$ cat src/ejfs_pkg.sv
// Shared types, constants and a helper function for the exon junction fragment splitter.
// Used by the front, queue, back and top-level modules; depends on nothing else.
`default_nettype none

package ejfs_pkg;

	// field widths
	localparam int COORD_W  = 31;
	localparam int CFG_W    = 16;
	localparam int STRAND_W = 2;

	// configuration register indexes
	localparam int    CFG_IDX_W      = 1;
	localparam logic [CFG_IDX_W-1:0] REG_MIN_INTRON = 1'b0;
	localparam logic [CFG_IDX_W-1:0] REG_SPAN_SIZE  = 1'b1;

	// reset values of the configuration registers
	localparam logic [CFG_W-1:0] MIN_INTRON_RST = 16'd20;
	localparam logic [CFG_W-1:0] SPAN_SIZE_RST  = 16'd100;

	// command queue between front and back
	localparam int QUEUE_DEPTH = 4;
	localparam int QPTR_W      = $clog2(QUEUE_DEPTH);

	// result slots per transaction: two for the finished block, one for the end block
	localparam int NUM_SLOTS = 3;
	localparam int SLOT_W    = $clog2(NUM_SLOTS);
	localparam logic [SLOT_W-1:0] SLOT_FIN_A = 2'd0;
	localparam logic [SLOT_W-1:0] SLOT_FIN_B = 2'd1;
	localparam logic [SLOT_W-1:0] SLOT_END   = 2'd2;

	// piece operations
	typedef enum logic [1:0] {
		OP_NONE  = 2'd0,
		OP_TAIL  = 2'd1,	// last span bases, opens a fragment
		OP_HEAD  = 2'd2,	// first span bases, closes a fragment
		OP_WHOLE = 2'd3		// whole block
	} op_t;

	// one queued command: everything the back needs to emit the pieces
	typedef struct packed {
		op_t [NUM_SLOTS-1:0]  ops;
		logic [COORD_W-1:0]   fin_left;
		logic [COORD_W-1:0]   fin_right;
		logic [COORD_W-1:0]   end_left;
		logic [COORD_W-1:0]   end_right;
		logic [STRAND_W-1:0]  strand;
	} cmd_t;

	// a span size of zero acts as one
	function automatic logic [CFG_W-1:0] span_eff(input logic [CFG_W-1:0] span);
		span_eff = (span == '0) ? CFG_W'(1) : span;
	endfunction

endpackage

`default_nettype wire

$ cat src/ejfs_front.sv
// Front part: accepts exons, merges them into blocks and classifies finished and end blocks.
// Depends on ejfs_pkg; pushes one command per transaction that yields pieces.
`default_nettype none

module ejfs_front
	import ejfs_pkg::*;
(
	input  wire logic                clk,
	input  wire logic                arst_n,
	input  wire logic                accept,
	input  wire logic [COORD_W-1:0]  exon_left,
	input  wire logic [COORD_W-1:0]  exon_right,
	input  wire logic [STRAND_W-1:0] strand,
	input  wire logic                transcript_end,
	input  wire logic [CFG_W-1:0]    min_intron,
	input  wire logic [CFG_W-1:0]    span_size,
	output logic                     push,
	output cmd_t                     cmd
);

	logic [COORD_W-1:0] pend_left_q;
	logic [COORD_W-1:0] pend_right_q;
	logic               in_tx_q;
	logic               blk_fin_q;

	logic [CFG_W-1:0]   sp;
	logic [COORD_W+1:0] merge_lim;
	logic               merge;
	logic               finish;
	logic               fin_after;
	logic               pend_long;
	logic               end_long;
	logic               end_emit;
	logic [COORD_W-1:0] end_left;

	// length >= span, signed: right - left + 1 - span >= 0
	function automatic logic is_long(
		input logic [COORD_W-1:0] l,
		input logic [COORD_W-1:0] r,
		input logic [CFG_W-1:0]   s
	);
		logic [COORD_W+2:0] d;
		d = {3'b000, r} + (COORD_W+3)'(1) - {3'b000, l} - {{(COORD_W+3-CFG_W){1'b0}}, s};
		is_long = ~d[COORD_W+2];
	endfunction

	assign sp = span_eff(span_size);

	// gap below min_intron: left < pending_right + 1 + min_intron
	assign merge_lim = {2'b00, pend_right_q} + (COORD_W+2)'(1)
		+ {{(COORD_W+2-CFG_W){1'b0}}, min_intron};
	assign merge     = in_tx_q && ({2'b00, exon_left} < merge_lim);
	assign finish    = in_tx_q && !merge;
	assign fin_after = in_tx_q && (blk_fin_q || finish);

	// block that is pending after this exon, used when the transcript ends
	assign end_left  = merge ? pend_left_q : exon_left;
	assign pend_long = is_long(pend_left_q, pend_right_q, sp);
	assign end_long  = is_long(end_left, exon_right, sp);
	assign end_emit  = transcript_end && fin_after;

	// classify into piece slots
	always_comb begin
		cmd.ops       = {NUM_SLOTS{OP_NONE}};
		cmd.fin_left  = pend_left_q;
		cmd.fin_right = pend_right_q;
		cmd.end_left  = end_left;
		cmd.end_right = exon_right;
		cmd.strand    = strand;
		if (finish) begin
			if (!blk_fin_q) begin
				cmd.ops[SLOT_FIN_A] = OP_TAIL;
			end else if (pend_long) begin
				cmd.ops[SLOT_FIN_A] = OP_HEAD;
				cmd.ops[SLOT_FIN_B] = OP_TAIL;
			end else begin
				cmd.ops[SLOT_FIN_A] = OP_WHOLE;
			end
		end
		if (end_emit) begin
			cmd.ops[SLOT_END] = end_long ? OP_HEAD : OP_WHOLE;
		end
	end

	assign push = accept && (finish || end_emit);

	// transcript state
	always_ff @(posedge clk or negedge arst_n) begin
		if (!arst_n) begin
			pend_left_q  <= '0;
			pend_right_q <= '0;
			in_tx_q      <= 1'b0;
			blk_fin_q    <= 1'b0;
		end else if (accept) begin
			if (merge) begin
				pend_right_q <= exon_right;
			end else begin
				pend_left_q  <= exon_left;
				pend_right_q <= exon_right;
			end
			in_tx_q   <= !transcript_end;
			blk_fin_q <= !transcript_end && fin_after;
		end
	end

endmodule

`default_nettype wire

$ cat src/ejfs_queue.sv
// Short command queue between the front and back parts.
// Depends on ejfs_pkg for the command type and depth.
`default_nettype none

module ejfs_queue
	import ejfs_pkg::*;
(
	input  wire logic clk,
	input  wire logic arst_n,
	input  wire logic push,
	input  cmd_t      push_cmd,
	input  wire logic pop,
	output cmd_t      head,
	output logic      empty,
	output logic      full
);

	cmd_t            entry_q [QUEUE_DEPTH];
	logic [QPTR_W:0] wr_ptr_q;
	logic [QPTR_W:0] rd_ptr_q;

	assign empty = (wr_ptr_q == rd_ptr_q);
	assign full  = (wr_ptr_q[QPTR_W] != rd_ptr_q[QPTR_W])
		&& (wr_ptr_q[QPTR_W-1:0] == rd_ptr_q[QPTR_W-1:0]);
	assign head  = entry_q[rd_ptr_q[QPTR_W-1:0]];

	// storage
	always_ff @(posedge clk) begin
		if (push && !full) begin
			entry_q[wr_ptr_q[QPTR_W-1:0]] <= push_cmd;
		end
	end

	// pointers
	always_ff @(posedge clk or negedge arst_n) begin
		if (!arst_n) begin
			wr_ptr_q <= '0;
			rd_ptr_q <= '0;
		end else begin
			if (push && !full) begin
				wr_ptr_q <= wr_ptr_q + (QPTR_W+1)'(1);
			end
			if (pop && !empty) begin
				rd_ptr_q <= rd_ptr_q + (QPTR_W+1)'(1);
			end
		end
	end

endmodule

`default_nettype wire

$ cat src/ejfs_back.sv
// Back part: walks the piece slots of the head command and emits one piece per cycle while not stalled.
// Depends on ejfs_pkg; drives the output register of the piece channel.
`default_nettype none

module ejfs_back
	import ejfs_pkg::*;
(
	input  wire logic                clk,
	input  wire logic                arst_n,
	input  cmd_t                     head,
	input  wire logic                empty,
	output logic                     pop,
	input  wire logic [CFG_W-1:0]    span_size,
	output logic                     piece_valid,
	input  wire logic                piece_stall,
	output logic [COORD_W-1:0]       piece_left,
	output logic [COORD_W-1:0]       piece_right,
	output logic [STRAND_W-1:0]      piece_strand,
	output logic                     opens_fragment,
	output logic                     closes_fragment,
	output logic                     last_of_run
);

	logic [NUM_SLOTS-1:0] done_q;
	logic [NUM_SLOTS-1:0] used;
	logic [NUM_SLOTS-1:0] active;
	logic [NUM_SLOTS-1:0] pick;
	logic                 last;
	logic [SLOT_W-1:0]    slot;
	op_t                  op;
	logic                 load;
	logic [CFG_W-1:0]     sp;
	logic [COORD_W-1:0]   blk_l;
	logic [COORD_W-1:0]   blk_r;
	logic [COORD_W+2:0]   tail_t;
	logic [COORD_W:0]     head_t;
	logic [COORD_W-1:0]   tail_left;
	logic [COORD_W-1:0]   head_right;
	logic [COORD_W-1:0]   res_l;
	logic [COORD_W-1:0]   res_r;
	logic                 res_open;
	logic                 res_close;

	// pending slots of the head command, lowest first
	always_comb begin
		for (int i = 0; i < NUM_SLOTS; i++) begin
			used[i] = (head.ops[i] != OP_NONE);
		end
	end
	assign active = used & ~done_q;
	assign pick   = active & (~active + NUM_SLOTS'(1));
	assign last   = ((active & ~pick) == '0);

	always_comb begin
		slot = SLOT_FIN_A;
		for (int i = NUM_SLOTS - 1; i >= 0; i--) begin
			if (pick[i]) begin
				slot = SLOT_W'(i);
			end
		end
	end

	assign op    = head.ops[slot];
	assign blk_l = (slot == SLOT_END) ? head.end_left  : head.fin_left;
	assign blk_r = (slot == SLOT_END) ? head.end_right : head.fin_right;

	// tail: max(right - span + 1, left); head: min(left + span - 1, right)
	assign sp         = span_eff(span_size);
	assign tail_t     = {3'b000, blk_r} - {{(COORD_W+3-CFG_W){1'b0}}, sp} + (COORD_W+3)'(1);
	assign tail_left  = ($signed(tail_t) > $signed({3'b000, blk_l})) ?
		tail_t[COORD_W-1:0] : blk_l;
	assign head_t     = {1'b0, blk_l} + {{(COORD_W+1-CFG_W){1'b0}}, sp} - (COORD_W+1)'(1);
	assign head_right = (head_t < {1'b0, blk_r}) ? head_t[COORD_W-1:0] : blk_r;

	// piece decode
	always_comb begin
		res_l     = blk_l;
		res_r     = blk_r;
		res_open  = 1'b0;
		res_close = 1'b0;
		unique case (op)
			OP_TAIL: begin
				res_l    = tail_left;
				res_open = 1'b1;
			end
			OP_HEAD: begin
				res_r     = head_right;
				res_close = 1'b1;
			end
			OP_WHOLE: begin
				res_close = (slot == SLOT_END);
			end
			default: begin
				res_open  = 1'b0;
				res_close = 1'b0;
			end
		endcase
	end

	assign load = !empty && (!piece_valid || !piece_stall);
	assign pop  = load && last;

	// slot progress within the head command
	always_ff @(posedge clk or negedge arst_n) begin
		if (!arst_n) begin
			done_q <= '0;
		end else if (load) begin
			done_q <= last ? '0 : (done_q | pick);
		end
	end

	// output register valid
	always_ff @(posedge clk or negedge arst_n) begin
		if (!arst_n) begin
			piece_valid <= 1'b0;
		end else if (load) begin
			piece_valid <= 1'b1;
		end else if (!piece_stall) begin
			piece_valid <= 1'b0;
		end
	end

	// output register payload
	always_ff @(posedge clk) begin
		if (load) begin
			piece_left      <= res_l;
			piece_right     <= res_r;
			piece_strand    <= head.strand;
			opens_fragment  <= res_open;
			closes_fragment <= res_close;
			last_of_run     <= last;
		end
	end

endmodule

`default_nettype wire

$ cat src/exon_junction_fragment_splitter.sv
// Exon junction fragment splitter, top level: configuration registers, front, queue, back.
// A piece passes the command queue and then the output register before it is valid.
// Throughput: one exon per cycle at the front, one piece per cycle at the back while
// piece_stall is low; an exon gives zero to three pieces.
// The four-entry command queue absorbs bursts; the front stalls only when it is full.
// Reset (arst_n low) clears the transcript state and queue and loads min_intron 20, span 100.
`default_nettype none

module exon_junction_fragment_splitter
	import ejfs_pkg::*;
(
	input  wire logic                 clk,
	input  wire logic                 arst_n,
	input  wire logic                 exon_valid,
	output logic                      exon_stall,
	input  wire logic [COORD_W-1:0]   exon_left,
	input  wire logic [COORD_W-1:0]   exon_right,
	input  wire logic [STRAND_W-1:0]  strand,
	input  wire logic                 transcript_end,
	output logic                      piece_valid,
	input  wire logic                 piece_stall,
	output logic [COORD_W-1:0]        piece_left,
	output logic [COORD_W-1:0]        piece_right,
	output logic [STRAND_W-1:0]       piece_strand,
	output logic                      opens_fragment,
	output logic                      closes_fragment,
	output logic                      last_of_run,
	input  wire logic                 cfg_we,
	input  wire logic [CFG_IDX_W-1:0] cfg_index,
	input  wire logic [CFG_W-1:0]     cfg_data
);

	logic [CFG_W-1:0] min_intron_q;
	logic [CFG_W-1:0] span_size_q;
	logic             accept;
	logic             push;
	cmd_t             push_cmd;
	cmd_t             head;
	logic             pop;
	logic             empty;
	logic             full;

	// configuration registers
	always_ff @(posedge clk or negedge arst_n) begin
		if (!arst_n) begin
			min_intron_q <= MIN_INTRON_RST;
			span_size_q  <= SPAN_SIZE_RST;
		end else if (cfg_we) begin
			unique case (cfg_index)
				REG_MIN_INTRON: min_intron_q <= cfg_data;
				REG_SPAN_SIZE:  span_size_q  <= cfg_data;
				default:        min_intron_q <= min_intron_q;
			endcase
		end
	end

	assign exon_stall = full;
	assign accept     = exon_valid && !exon_stall;

	ejfs_front u_front (
		.clk            (clk),
		.arst_n         (arst_n),
		.accept         (accept),
		.exon_left      (exon_left),
		.exon_right     (exon_right),
		.strand         (strand),
		.transcript_end (transcript_end),
		.min_intron     (min_intron_q),
		.span_size      (span_size_q),
		.push           (push),
		.cmd            (push_cmd)
	);

	ejfs_queue u_queue (
		.clk      (clk),
		.arst_n   (arst_n),
		.push     (push),
		.push_cmd (push_cmd),
		.pop      (pop),
		.head     (head),
		.empty    (empty),
		.full     (full)
	);

	ejfs_back u_back (
		.clk             (clk),
		.arst_n          (arst_n),
		.head            (head),
		.empty           (empty),
		.pop             (pop),
		.span_size       (span_size_q),
		.piece_valid     (piece_valid),
		.piece_stall     (piece_stall),
		.piece_left      (piece_left),
		.piece_right     (piece_right),
		.piece_strand    (piece_strand),
		.opens_fragment  (opens_fragment),
		.closes_fragment (closes_fragment),
		.last_of_run     (last_of_run)
	);

endmodule

`default_nettype wire

$ cat config.mk
export PLATFORM = sky130hd
export DESIGN_NAME = exon_junction_fragment_splitter
export DESIGN_NICKNAME = d
export VERILOG_FILES = /design/src/ejfs_pkg.sv /design/src/ejfs_front.sv /design/src/ejfs_queue.sv /design/src/ejfs_back.sv /design/src/exon_junction_fragment_splitter.sv
export SDC_FILE = /design/constraint.sdc
export NUM_CORES = 1
export LEC_CHECK = 0
export BUFFER_PORTS_ARGS = -buffer_cell sky130_fd_sc_hd__buf_2
export CORE_MARGIN = 10
export CORE_UTILIZATION = 56
export CTS_CLUSTER_DIAMETER = 150
export DETAILED_ROUTE_END_ITERATION = 6
export PLACE_DENSITY = 0.75
export SLEW_MARGIN = 20
export SYNTH_ARGS = -nofsm -noshare
export SYNTH_HDL_FRONTEND = slang
export SYNTH_SLANG_ARGS = --single-unit
$ cat constraint.sdc
create_clock -name clk -period 25.6 [get_ports clk]
set_input_delay 3.84 -clock clk [delete_from_list [all_inputs] [get_ports clk]]
set_output_delay 3.84 -clock clk [all_outputs]
set_load 0.02 [all_outputs]
==> results of run 1 <==
==> cell type report <==
| cell class | count | area (um2) | area share |
|---|---|---|---|
| diodes | 3 | 7.51 | 0.000177 |
| clock buffers | 95 | 2010 | 0.0475 |
| multi-input cells | 1791 | 16500 | 0.389 |
| repair buffers | 183 | 1000 | 0.0237 |
| well taps | 873 | 1090 | 0.0258 |
| clock inverters | 43 | 435 | 0.0103 |
| flip-flops and latches | 697 | 20400 | 0.482 |
| inverters | 238 | 900 | 0.0212 |
==> through the flow <==
step                      instance area [um2]  hold slack [ns]
after global routing                    42400            0.531
after CTS                               42300            0.493
after global placement                  39900            0.478
after floorplan                         38200            0.454
final                                   42400            0.495
after detailed placement                39900            0.471
==> cell families after synthesis <==
| group | synth area share |
|---|---|
| AOI/OAI and AO/OA | 0.0703 |
| xor gates and xnor gates | 0.0392 |
| adders and majority gates | 0.106 |
| buffers and inverters | 0.0344 |
| DFF | 0.535 |
| muxes | 0.139 |
| and+or+nand+nor | 0.0762 |
==> layer usage <==
layer / routed length [um] / share of wire / up-vias / track usage
met5: 54 / 0.00052 / - / 0
met4: 2710 / 0.026 / 8 / 0.0834
met3: 9200 / 0.089 / 165 / 0.0474
met2: 49200 / 0.47 / 1204 / 0.417
met1: 42400 / 0.41 / 12600 / 0.361
li1: - / - / 10900 / -
==> cell usage in the layout, fill, tap and decap left out, types with 31 or more instances in the layout <==
cell,instances
nand3_1,50
a21o_1,96
edfxtp_1,591
nand4_1,43
dfrtp_1,99
nand2_1,195
mux2_2,104
xor2_1,78
fa_1,31
inv_1,235
mux4_2,129
o21ai_0,70
nor3_1,35
ha_1,273
mux2i_1,81
nor2_1,98
clkbuf_16,76
buf_2,154
xnor2_1,90
a21oi_1,101
==> worst paths after layout <==
check | slack, ns | depth (start not counted) | endpoint
setup / recovery | 14.64 | 30 | u_back.piece_left[15]
hold / removal | 0.50 | 1 | u_back.done_q[2]
setup reg to reg | 14.64 | 30 | u_back.piece_left[15]
hold reg to reg | 0.50 | 1 | u_back.done_q[2]
max in group asynchronous | 20.82 | 2 | u_queue.rd_ptr_q[0]
min in group asynchronous | 3.32 | 1 | min_intron_q[0]
==> state kept, by name, summed over array words and instances, names as in the netlist, 2 cells and up <==
| name | count |
|---|---|
| u_back.piece_left | 31 |
| span_size_q | 16 |
| u_back.done_q | 3 |
| u_queue.rd_ptr_q | 3 |
| u_queue.wr_ptr_q | 3 |
| u_front.pend_right_q | 31 |
| u_front.pend_left_q | 31 |
| u_back.piece_right | 31 |
| u_queue.entry_q | 524 |
| min_intron_q | 16 |
| u_back.piece_strand | 2 |
==> critical path: cells and delay by family, from the launching register on <==
kind | cells | cell delay (ns)
multiplexers | 4 | 1.71
flip-flops | 1 | 0.70
AO/OA/AOI/OAI | 12 | 3.63
XOR/XNOR | 1 | 0.22
adder cells (fa/ha/maj) | 2 | 0.46
AND/OR/NAND/NOR | 7 | 1.47
buffers and inverters | 4 | 2.32
==> impl_metrics.ini, run 1 <==
[timing]
fmax_mhz = 91.2
layout_min_cycle_time_ns = 10.96
maxSlewViolCount = 0
fin_skew_ns = 0.0297
max_slew_margin = 0.139
hold_viol = 0
setup_slack_ns = 14.64
worst_slew_pin_slew_ns = 1.26
finalSetupViolCount = 0
fin_crit_sh = 0.428
fin_tns_setup_ns = 0
rsz0062_at_grt = no

[finish]
postLayoutCoreUtil = 0.629
layout.nets = 3376
stdcell_count = 3923
fillCellCount = 4923
drive_gt1_frac = 0.195
area_growth_pct = 11.0

[synthesis]
yosys_most_used_dff = edfxtp_1
synth_nets = 3203
synth_top_cell_by_area = edfxtp_1
syn_avg_cell_area_um2 = 13.6
ys_seq_area_frac = 0.535
synthCells = 2812
synth_edf_count = 591
yosysUniqueCellTypes = 95
synth_top_cell_area_share = 0.465
ys_seq_elements = 697
ys_warn_count = 0
synthArstFlopShare = 0.152
synth.area.top_cells = edfxtp_1 47%, ha_1 9.0%, mux4_2 7.6%
yosys-top-cells-count = 591 x edfxtp_1, 273 x ha_1, 236 x inv_1
syn-cell-area_um2 = 38200
synth_most_common_cell = edfxtp_1

[detailed_routing]
via_count = 24900
dr.pass1.iters = 6
ant_nets = 0
drt-vias-per-instance = 6.34
drt-wirelength-per-cell_um = 26.4
drtIter0Drc = 2664
drt-total-wl_um = 104000
post-route-drc-count = 0

[critical_path]
critPathCaptureType = register
required_ns = 25.98
crit_arrival_ns = 11.34
r2r-start = u_queue.rd_ptr_q[0]
start_kind = register
worstSetupStartpoint = u_queue.rd_ptr_q[0]
crit_top_cell = a21oi_1
cp_slowest_cell = buf_4
cp_max_fo = 63
max_stage_delay_ns = 0.84
critPathKind = reg2reg

[placement]
dp_slack_ns = 14.55
place_hpwl_um = 74200
gp_congestion = 0.959
io_buffers = 155
placed_cells = 3782

[clocking]
postCtsSetupBuffers = 0
cts_sinks = 697
cts_buffers = 74
insertion_delay_ns = 0.65
clk_path_buf_depth = 3
cts_root_buffer = clkbuf_16
cts-resized-gates = 0
path_clk_slew_ns = 0.06
cts_tree = yes
cts_hold_buf = 0
h-tree-depth = 3

[global_route]
gr-usage-all-layers = 0.262
grt_pass1_vias = 24900
grt_max_degree = 87
antenna_found_initial = 13
grt_pass1_wl_um = 155000
grt_overflow = 0

[floorplan]
coreArea_um2 = 67400
die_area_um2 = 79000
die_height_um = 281
rows = 95
initial_core_util = 0.566
io_pins = 156
fp.dieW_um = 281

[flow_run]
drv_cap = 0

[run_status]
status = complete, no violations

[worst_hold_path]
hold_class = reg2reg
hold_path.startpoint = u_back.done_q[2]
Power of run 1 is not shown: default switching activity piles up to over one toggle a cycle in this logic, so the estimate is an artifact.
==> run 2: changes to the inputs <==
==> constraint.sdc (replaced) <==
create_clock -name clk -period 10.4 [get_ports clk]
set_input_delay 1.56 -clock clk [delete_from_list [all_inputs] [get_ports clk]]
set_output_delay 1.56 -clock clk [all_outputs]
set_load 0.02 [all_outputs]
==> impl_metrics.ini, run 2 (synthesis results as in run 1) <==
[run_status]
status = complete, no violations

[placement]
io_buffers = 155
placed_area_um2 = 40200
dp_slack_ns = 0.419
gp_congestion = 0.910
place_hpwl_um = 73900

[critical_path]
crit_buf_inv = 0
cp_max_fo = 17
start_kind = register
critical-path-top-delay-family = compound AO/OA/AOI/OAI gates
crit_top_cell = a21o_1
critPathKind = reg2reg
cp_slowest_cell = o41ai_1
reg2reg_slack_ns = 0.61
critPathCaptureType = register
max_stage_delay_ns = 0.58
crit_arrival_ns = 10.17
required_ns = 10.77

[worst_hold_path]
hold_class = reg2reg

[finish]
area_growth_pct = 11.8
layout.nets = 3408
final_area_um2 = 42700
largest_reg_flops = 524
drive_gt1_frac = 0.202
layout_common_cells = 591 x edfxtp_1, 273 x ha_1, 235 x inv_1, 195 x nand2_1, 154 x buf_2
layout_commonest_cell = edfxtp_1
fillCellCount = 4992

[timing]
worst_slew_pin_slew_ns = 1.21
layout_min_cycle_time_ns = 9.79
fin_tns_setup_ns = 0
finalSetupViolCount = 0
maxSlewViolCount = 0
setup_slack_ns = 0.605
fin_skew_ns = 0.0379
rsz0062_at_grt = no
max_slew_margin = 0.170
hold_viol = 0
fmax_mhz = 102
fin_crit_sh = 0.942

[clocking]
cts_root_buffer = clkbuf_16
h-tree-depth = 3
clk_path_buf_depth = 3
insertion_delay_ns = 0.64
cts_tree = yes
path_clk_slew_ns = 0.06
postCtsSetupBuffers = 0
cts_sinks = 697
cts_buffers = 74

[detailed_routing]
dr.pass1.iters = 5
drt-wirelength-per-cell_um = 25.4
drt-vias-per-instance = 6.15
drt-total-wl_um = 101000
post-route-drc-count = 0
ant_nets = 0
via_count = 24300
drtIter0Drc = 2115

[floorplan]
fp.dieW_um = 281
die_height_um = 281
io_pins = 156
initial_core_util = 0.566
rows = 95
die_area_um2 = 79000
coreArea_um2 = 67400

[global_route]
antenna_found_initial = 11
grt_pass1_wl_um = 150000
grt_overflow = 0
grt_pass1_vias = 24500
grt_max_degree = 92
gr-usage-all-layers = 0.255

[flow_run]
drv_cap = 0
[run 2: cell count changes in the layout (fill, tap and decap cells not counted), moves of 2 or more]
cell,previous run,this run
buf_4,27,58
clkinv_1,9,13
clkinv_4,4,0
clkinv_2,14,11
buf_12,1,3
clkinv_16,0,2
[run 2: timing repair]
item / CTS / global route
setup endpoints to repair: 0 / 4
resized for setup: 0 / 3
endpoints found under the hold margin: 0 / 0
hold buffers: 0 / 0
[run 2: metrics by stage]
step                      hold slack, ns   util  instances
after floorplan                    0.454      -       2812
after global placement             0.478  0.596       3814
after detailed placement           0.481  0.596       3814
after CTS                          0.493  0.633       3951
after global routing               0.522  0.633       3953
final                              0.496  0.633       3954
[run 2: cell type report]
class / count / area (um2) / share of cell area
flip-flops and latches: 697 / 20400 / 0.478
multi-input cells: 1791 / 16500 / 0.387
clock buffers: 96 / 2010 / 0.0470
repair buffers: 215 / 1270 / 0.0297
well taps: 873 / 1090 / 0.0256
inverters: 238 / 900 / 0.0211
clock inverters: 41 / 470 / 0.0110
diodes: 3 / 7.51 / 0.000176
[run 2: path summary, 6_finish.rpt]
check                                             start                       to  depth (start not counted)
worst max-delay path            u_front.pend_right_q[0]  u_queue.entry_q[3][130]                         42
worst min register to register      u_queue.wr_ptr_q[2]      u_queue.wr_ptr_q[2]                          1
max in group asynchronous                        arst_n      u_queue.rd_ptr_q[1]                          2
worst max register to register  u_front.pend_right_q[0]  u_queue.entry_q[3][130]                         42
min in group asynchronous                        arst_n           span_size_q[1]                          1
worst min-delay path                u_queue.wr_ptr_q[2]      u_queue.wr_ptr_q[2]                          1
[run 2: metal layers]
layer	wire length [um]	GRT usage	vias to the layer above
met3	9680	0.0711	170
met4	2880	0.0773	8
met2	46100	0.398	961
met5	48	0	-
li1	-	-	11000
met1	41800	0.343	12200
Power of run 2 is left out for the same reason.
==> run 3: changes to the inputs <==
--- a/config.mk
+++ b/config.mk
@@ -8,9 +8,10 @@
 export BUFFER_PORTS_ARGS = -buffer_cell sky130_fd_sc_hd__buf_2
 export CORE_MARGIN = 10
 export CORE_UTILIZATION = 56
+export CTS_BUF_LIST = sky130_fd_sc_hd__clkbuf_8
 export CTS_CLUSTER_DIAMETER = 150
 export DETAILED_ROUTE_END_ITERATION = 6
-export PLACE_DENSITY = 0.75
+export PLACE_DENSITY = 0.8
 export SLEW_MARGIN = 20
 export SYNTH_ARGS = -nofsm -noshare
 export SYNTH_HDL_FRONTEND = slang
==> impl_metrics.ini, run 3 (synthesis results as in run 1) <==
[run_status]
status = complete, no violations

[timing]
rsz0062_at_grt = no
fmax_mhz = 103
fin_skew_ns = 0.0427
maxSlewViolCount = 0
max_slew_margin = 0.204
finalSetupViolCount = 0
layout_min_cycle_time_ns = 9.70
setup_slack_ns = 0.704
fin_crit_sh = 0.932
hold_viol = 0
worst_slew_pin_slew_ns = 1.16

[critical_path]
critPathKind = reg2reg
critPathCaptureType = register
r2r-end = u_queue.entry_q[0][130]
crit_top_cell = a21o_1
start_kind = register
r2r-start = u_front.pend_right_q[0]
required_ns = 10.88
cp_slowest_cell = o41ai_1
crit_arrival_ns = 10.18
cp_max_fo = 15
reg2reg_slack_ns = 0.70
worst-r2r-cell-count = 41
max_stage_delay_ns = 0.55

[detailed_routing]
drt-vias-per-instance = 6.14
drtIter0Drc = 2076
drt-total-wl_um = 98100
via_count = 24500
post-route-drc-count = 0
ant_nets = 0
drt-wirelength-per-cell_um = 24.6
dr.pass1.iters = 5

[floorplan]
die_height_um = 281
initial_core_util = 0.566
fp.dieW_um = 281
rows = 95
io_pins = 156
die_area_um2 = 79000
coreArea_um2 = 67400

[clocking]
cts_buffers = 106
cts_root_buffer = clkbuf_8
cts_hold_buf = 0
h-tree-depth = 3
postCtsSetupBuffers = 0
insertion_delay_ns = 0.74
cts_sinks = 697
path_clk_slew_ns = 0.07
cts_tree = yes
clk_path_buf_depth = 3

[finish]
layout_common_cells = 591 x edfxtp_1, 273 x ha_1, 265 x inv_1, 195 x nand2_1, 154 x buf_2
drive_gt1_frac = 0.203
layout.nets = 3416
layout_commonest_cell = edfxtp_1
largest_reg_flops = 524
area_growth_pct = 10.4

[worst_hold_path]
whs_path_depth = 1
hold_class = reg2reg
hold_path.startpoint = u_back.done_q[2]
min_to = u_back.done_q[2]

[flow_run]
drv_cap = 0

[global_route]
grt_overflow = 0
grt_pass1_vias = 25100
grt_pass1_wl_um = 148000
grt_max_degree = 115
antenna_found_initial = 14
gr-usage-all-layers = 0.249

[placement]
io_buffers = 155
place_hpwl_um = 72500
dp_slack_ns = 0.378
gp_congestion = 0.926
run 3: changes by cell type in the layout (fill, tap and decap cells not counted), moves of 4 or more:
cell,before,now
clkbuf_8,5,117
clkbuf_16,75,0
inv_1,235,265
buf_4,58,32
clkbuf_1,16,0
clkinv_1,13,20
clkinv_2,11,15
run 3: how the worst max path moves through the flow:
stage                             from  cells after the start  slack (ns)                      end
3_3_place_gp   u_front.pend_right_q[0]                     41        0.64  u_queue.entry_q[0][130]
2_1_floorplan  u_front.pend_right_q[0]                     24       -0.45    u_queue.entry_q[0][0]
3_5_place_dp   u_front.pend_right_q[0]                     39        0.38  u_queue.entry_q[0][130]
4_1_cts        u_front.pend_right_q[0]                     39        0.35  u_queue.entry_q[0][130]
6_report       u_front.pend_right_q[0]                     41        0.70  u_queue.entry_q[0][130]
5_1_grt        u_front.pend_right_q[0]                     42        0.14  u_queue.entry_q[0][130]
run 3: routing by layer:
metal  up-vias  track usage  routed length [um]
met1     12200        0.335               40000
met5         -            0                  55
met4        12       0.0881                2830
li1      11000            -                   -
met3       162       0.0534                9420
met2      1097        0.395               45800
run 3: critical path: cells and delay by family (launching register included):
kind            cells  cell delay (ns)
buf+inv             1             0.04
mux                 1             0.38
compound gates     27             6.25
flops               1             0.48
fa+ha+maj           5             1.44
xor+xnor            2             0.37
simple gates        5             0.46
run 3: what timing repair did:
item,4_1_cts,5_1_grt
endpoints found under the hold margin,0,0
gates resized for setup,0,3
setup endpoints to repair,0,4
run 3: cell type report:
class                      instances  area (um2)
sequential                       697       20400
clock inverter                    78         507
clock buffer                     117        1610
multi-input combinational       1791       16500
inverter                         238         897
tap                              873        1090
antenna                            6        15.0
fill                            4889       25300
timing repair buffer             191        1110
run 3: through the flow:
step	hold slack, ns	cell area, um2	std cells	util	setup TNS, ns
6_report	0.520	42100	3991	0.625	0
5_1_grt	0.534	42100	3991	0.625	0
4_1_cts	0.512	42100	3985	0.625	0
3_5_place_dp	0.490	40000	3790	0.594	0
3_3_place_gp	0.474	40000	3790	0.594	0
2_1_floorplan	0.454	38200	2812	-	-175.80
Power of run 3 is left out for the same reason.
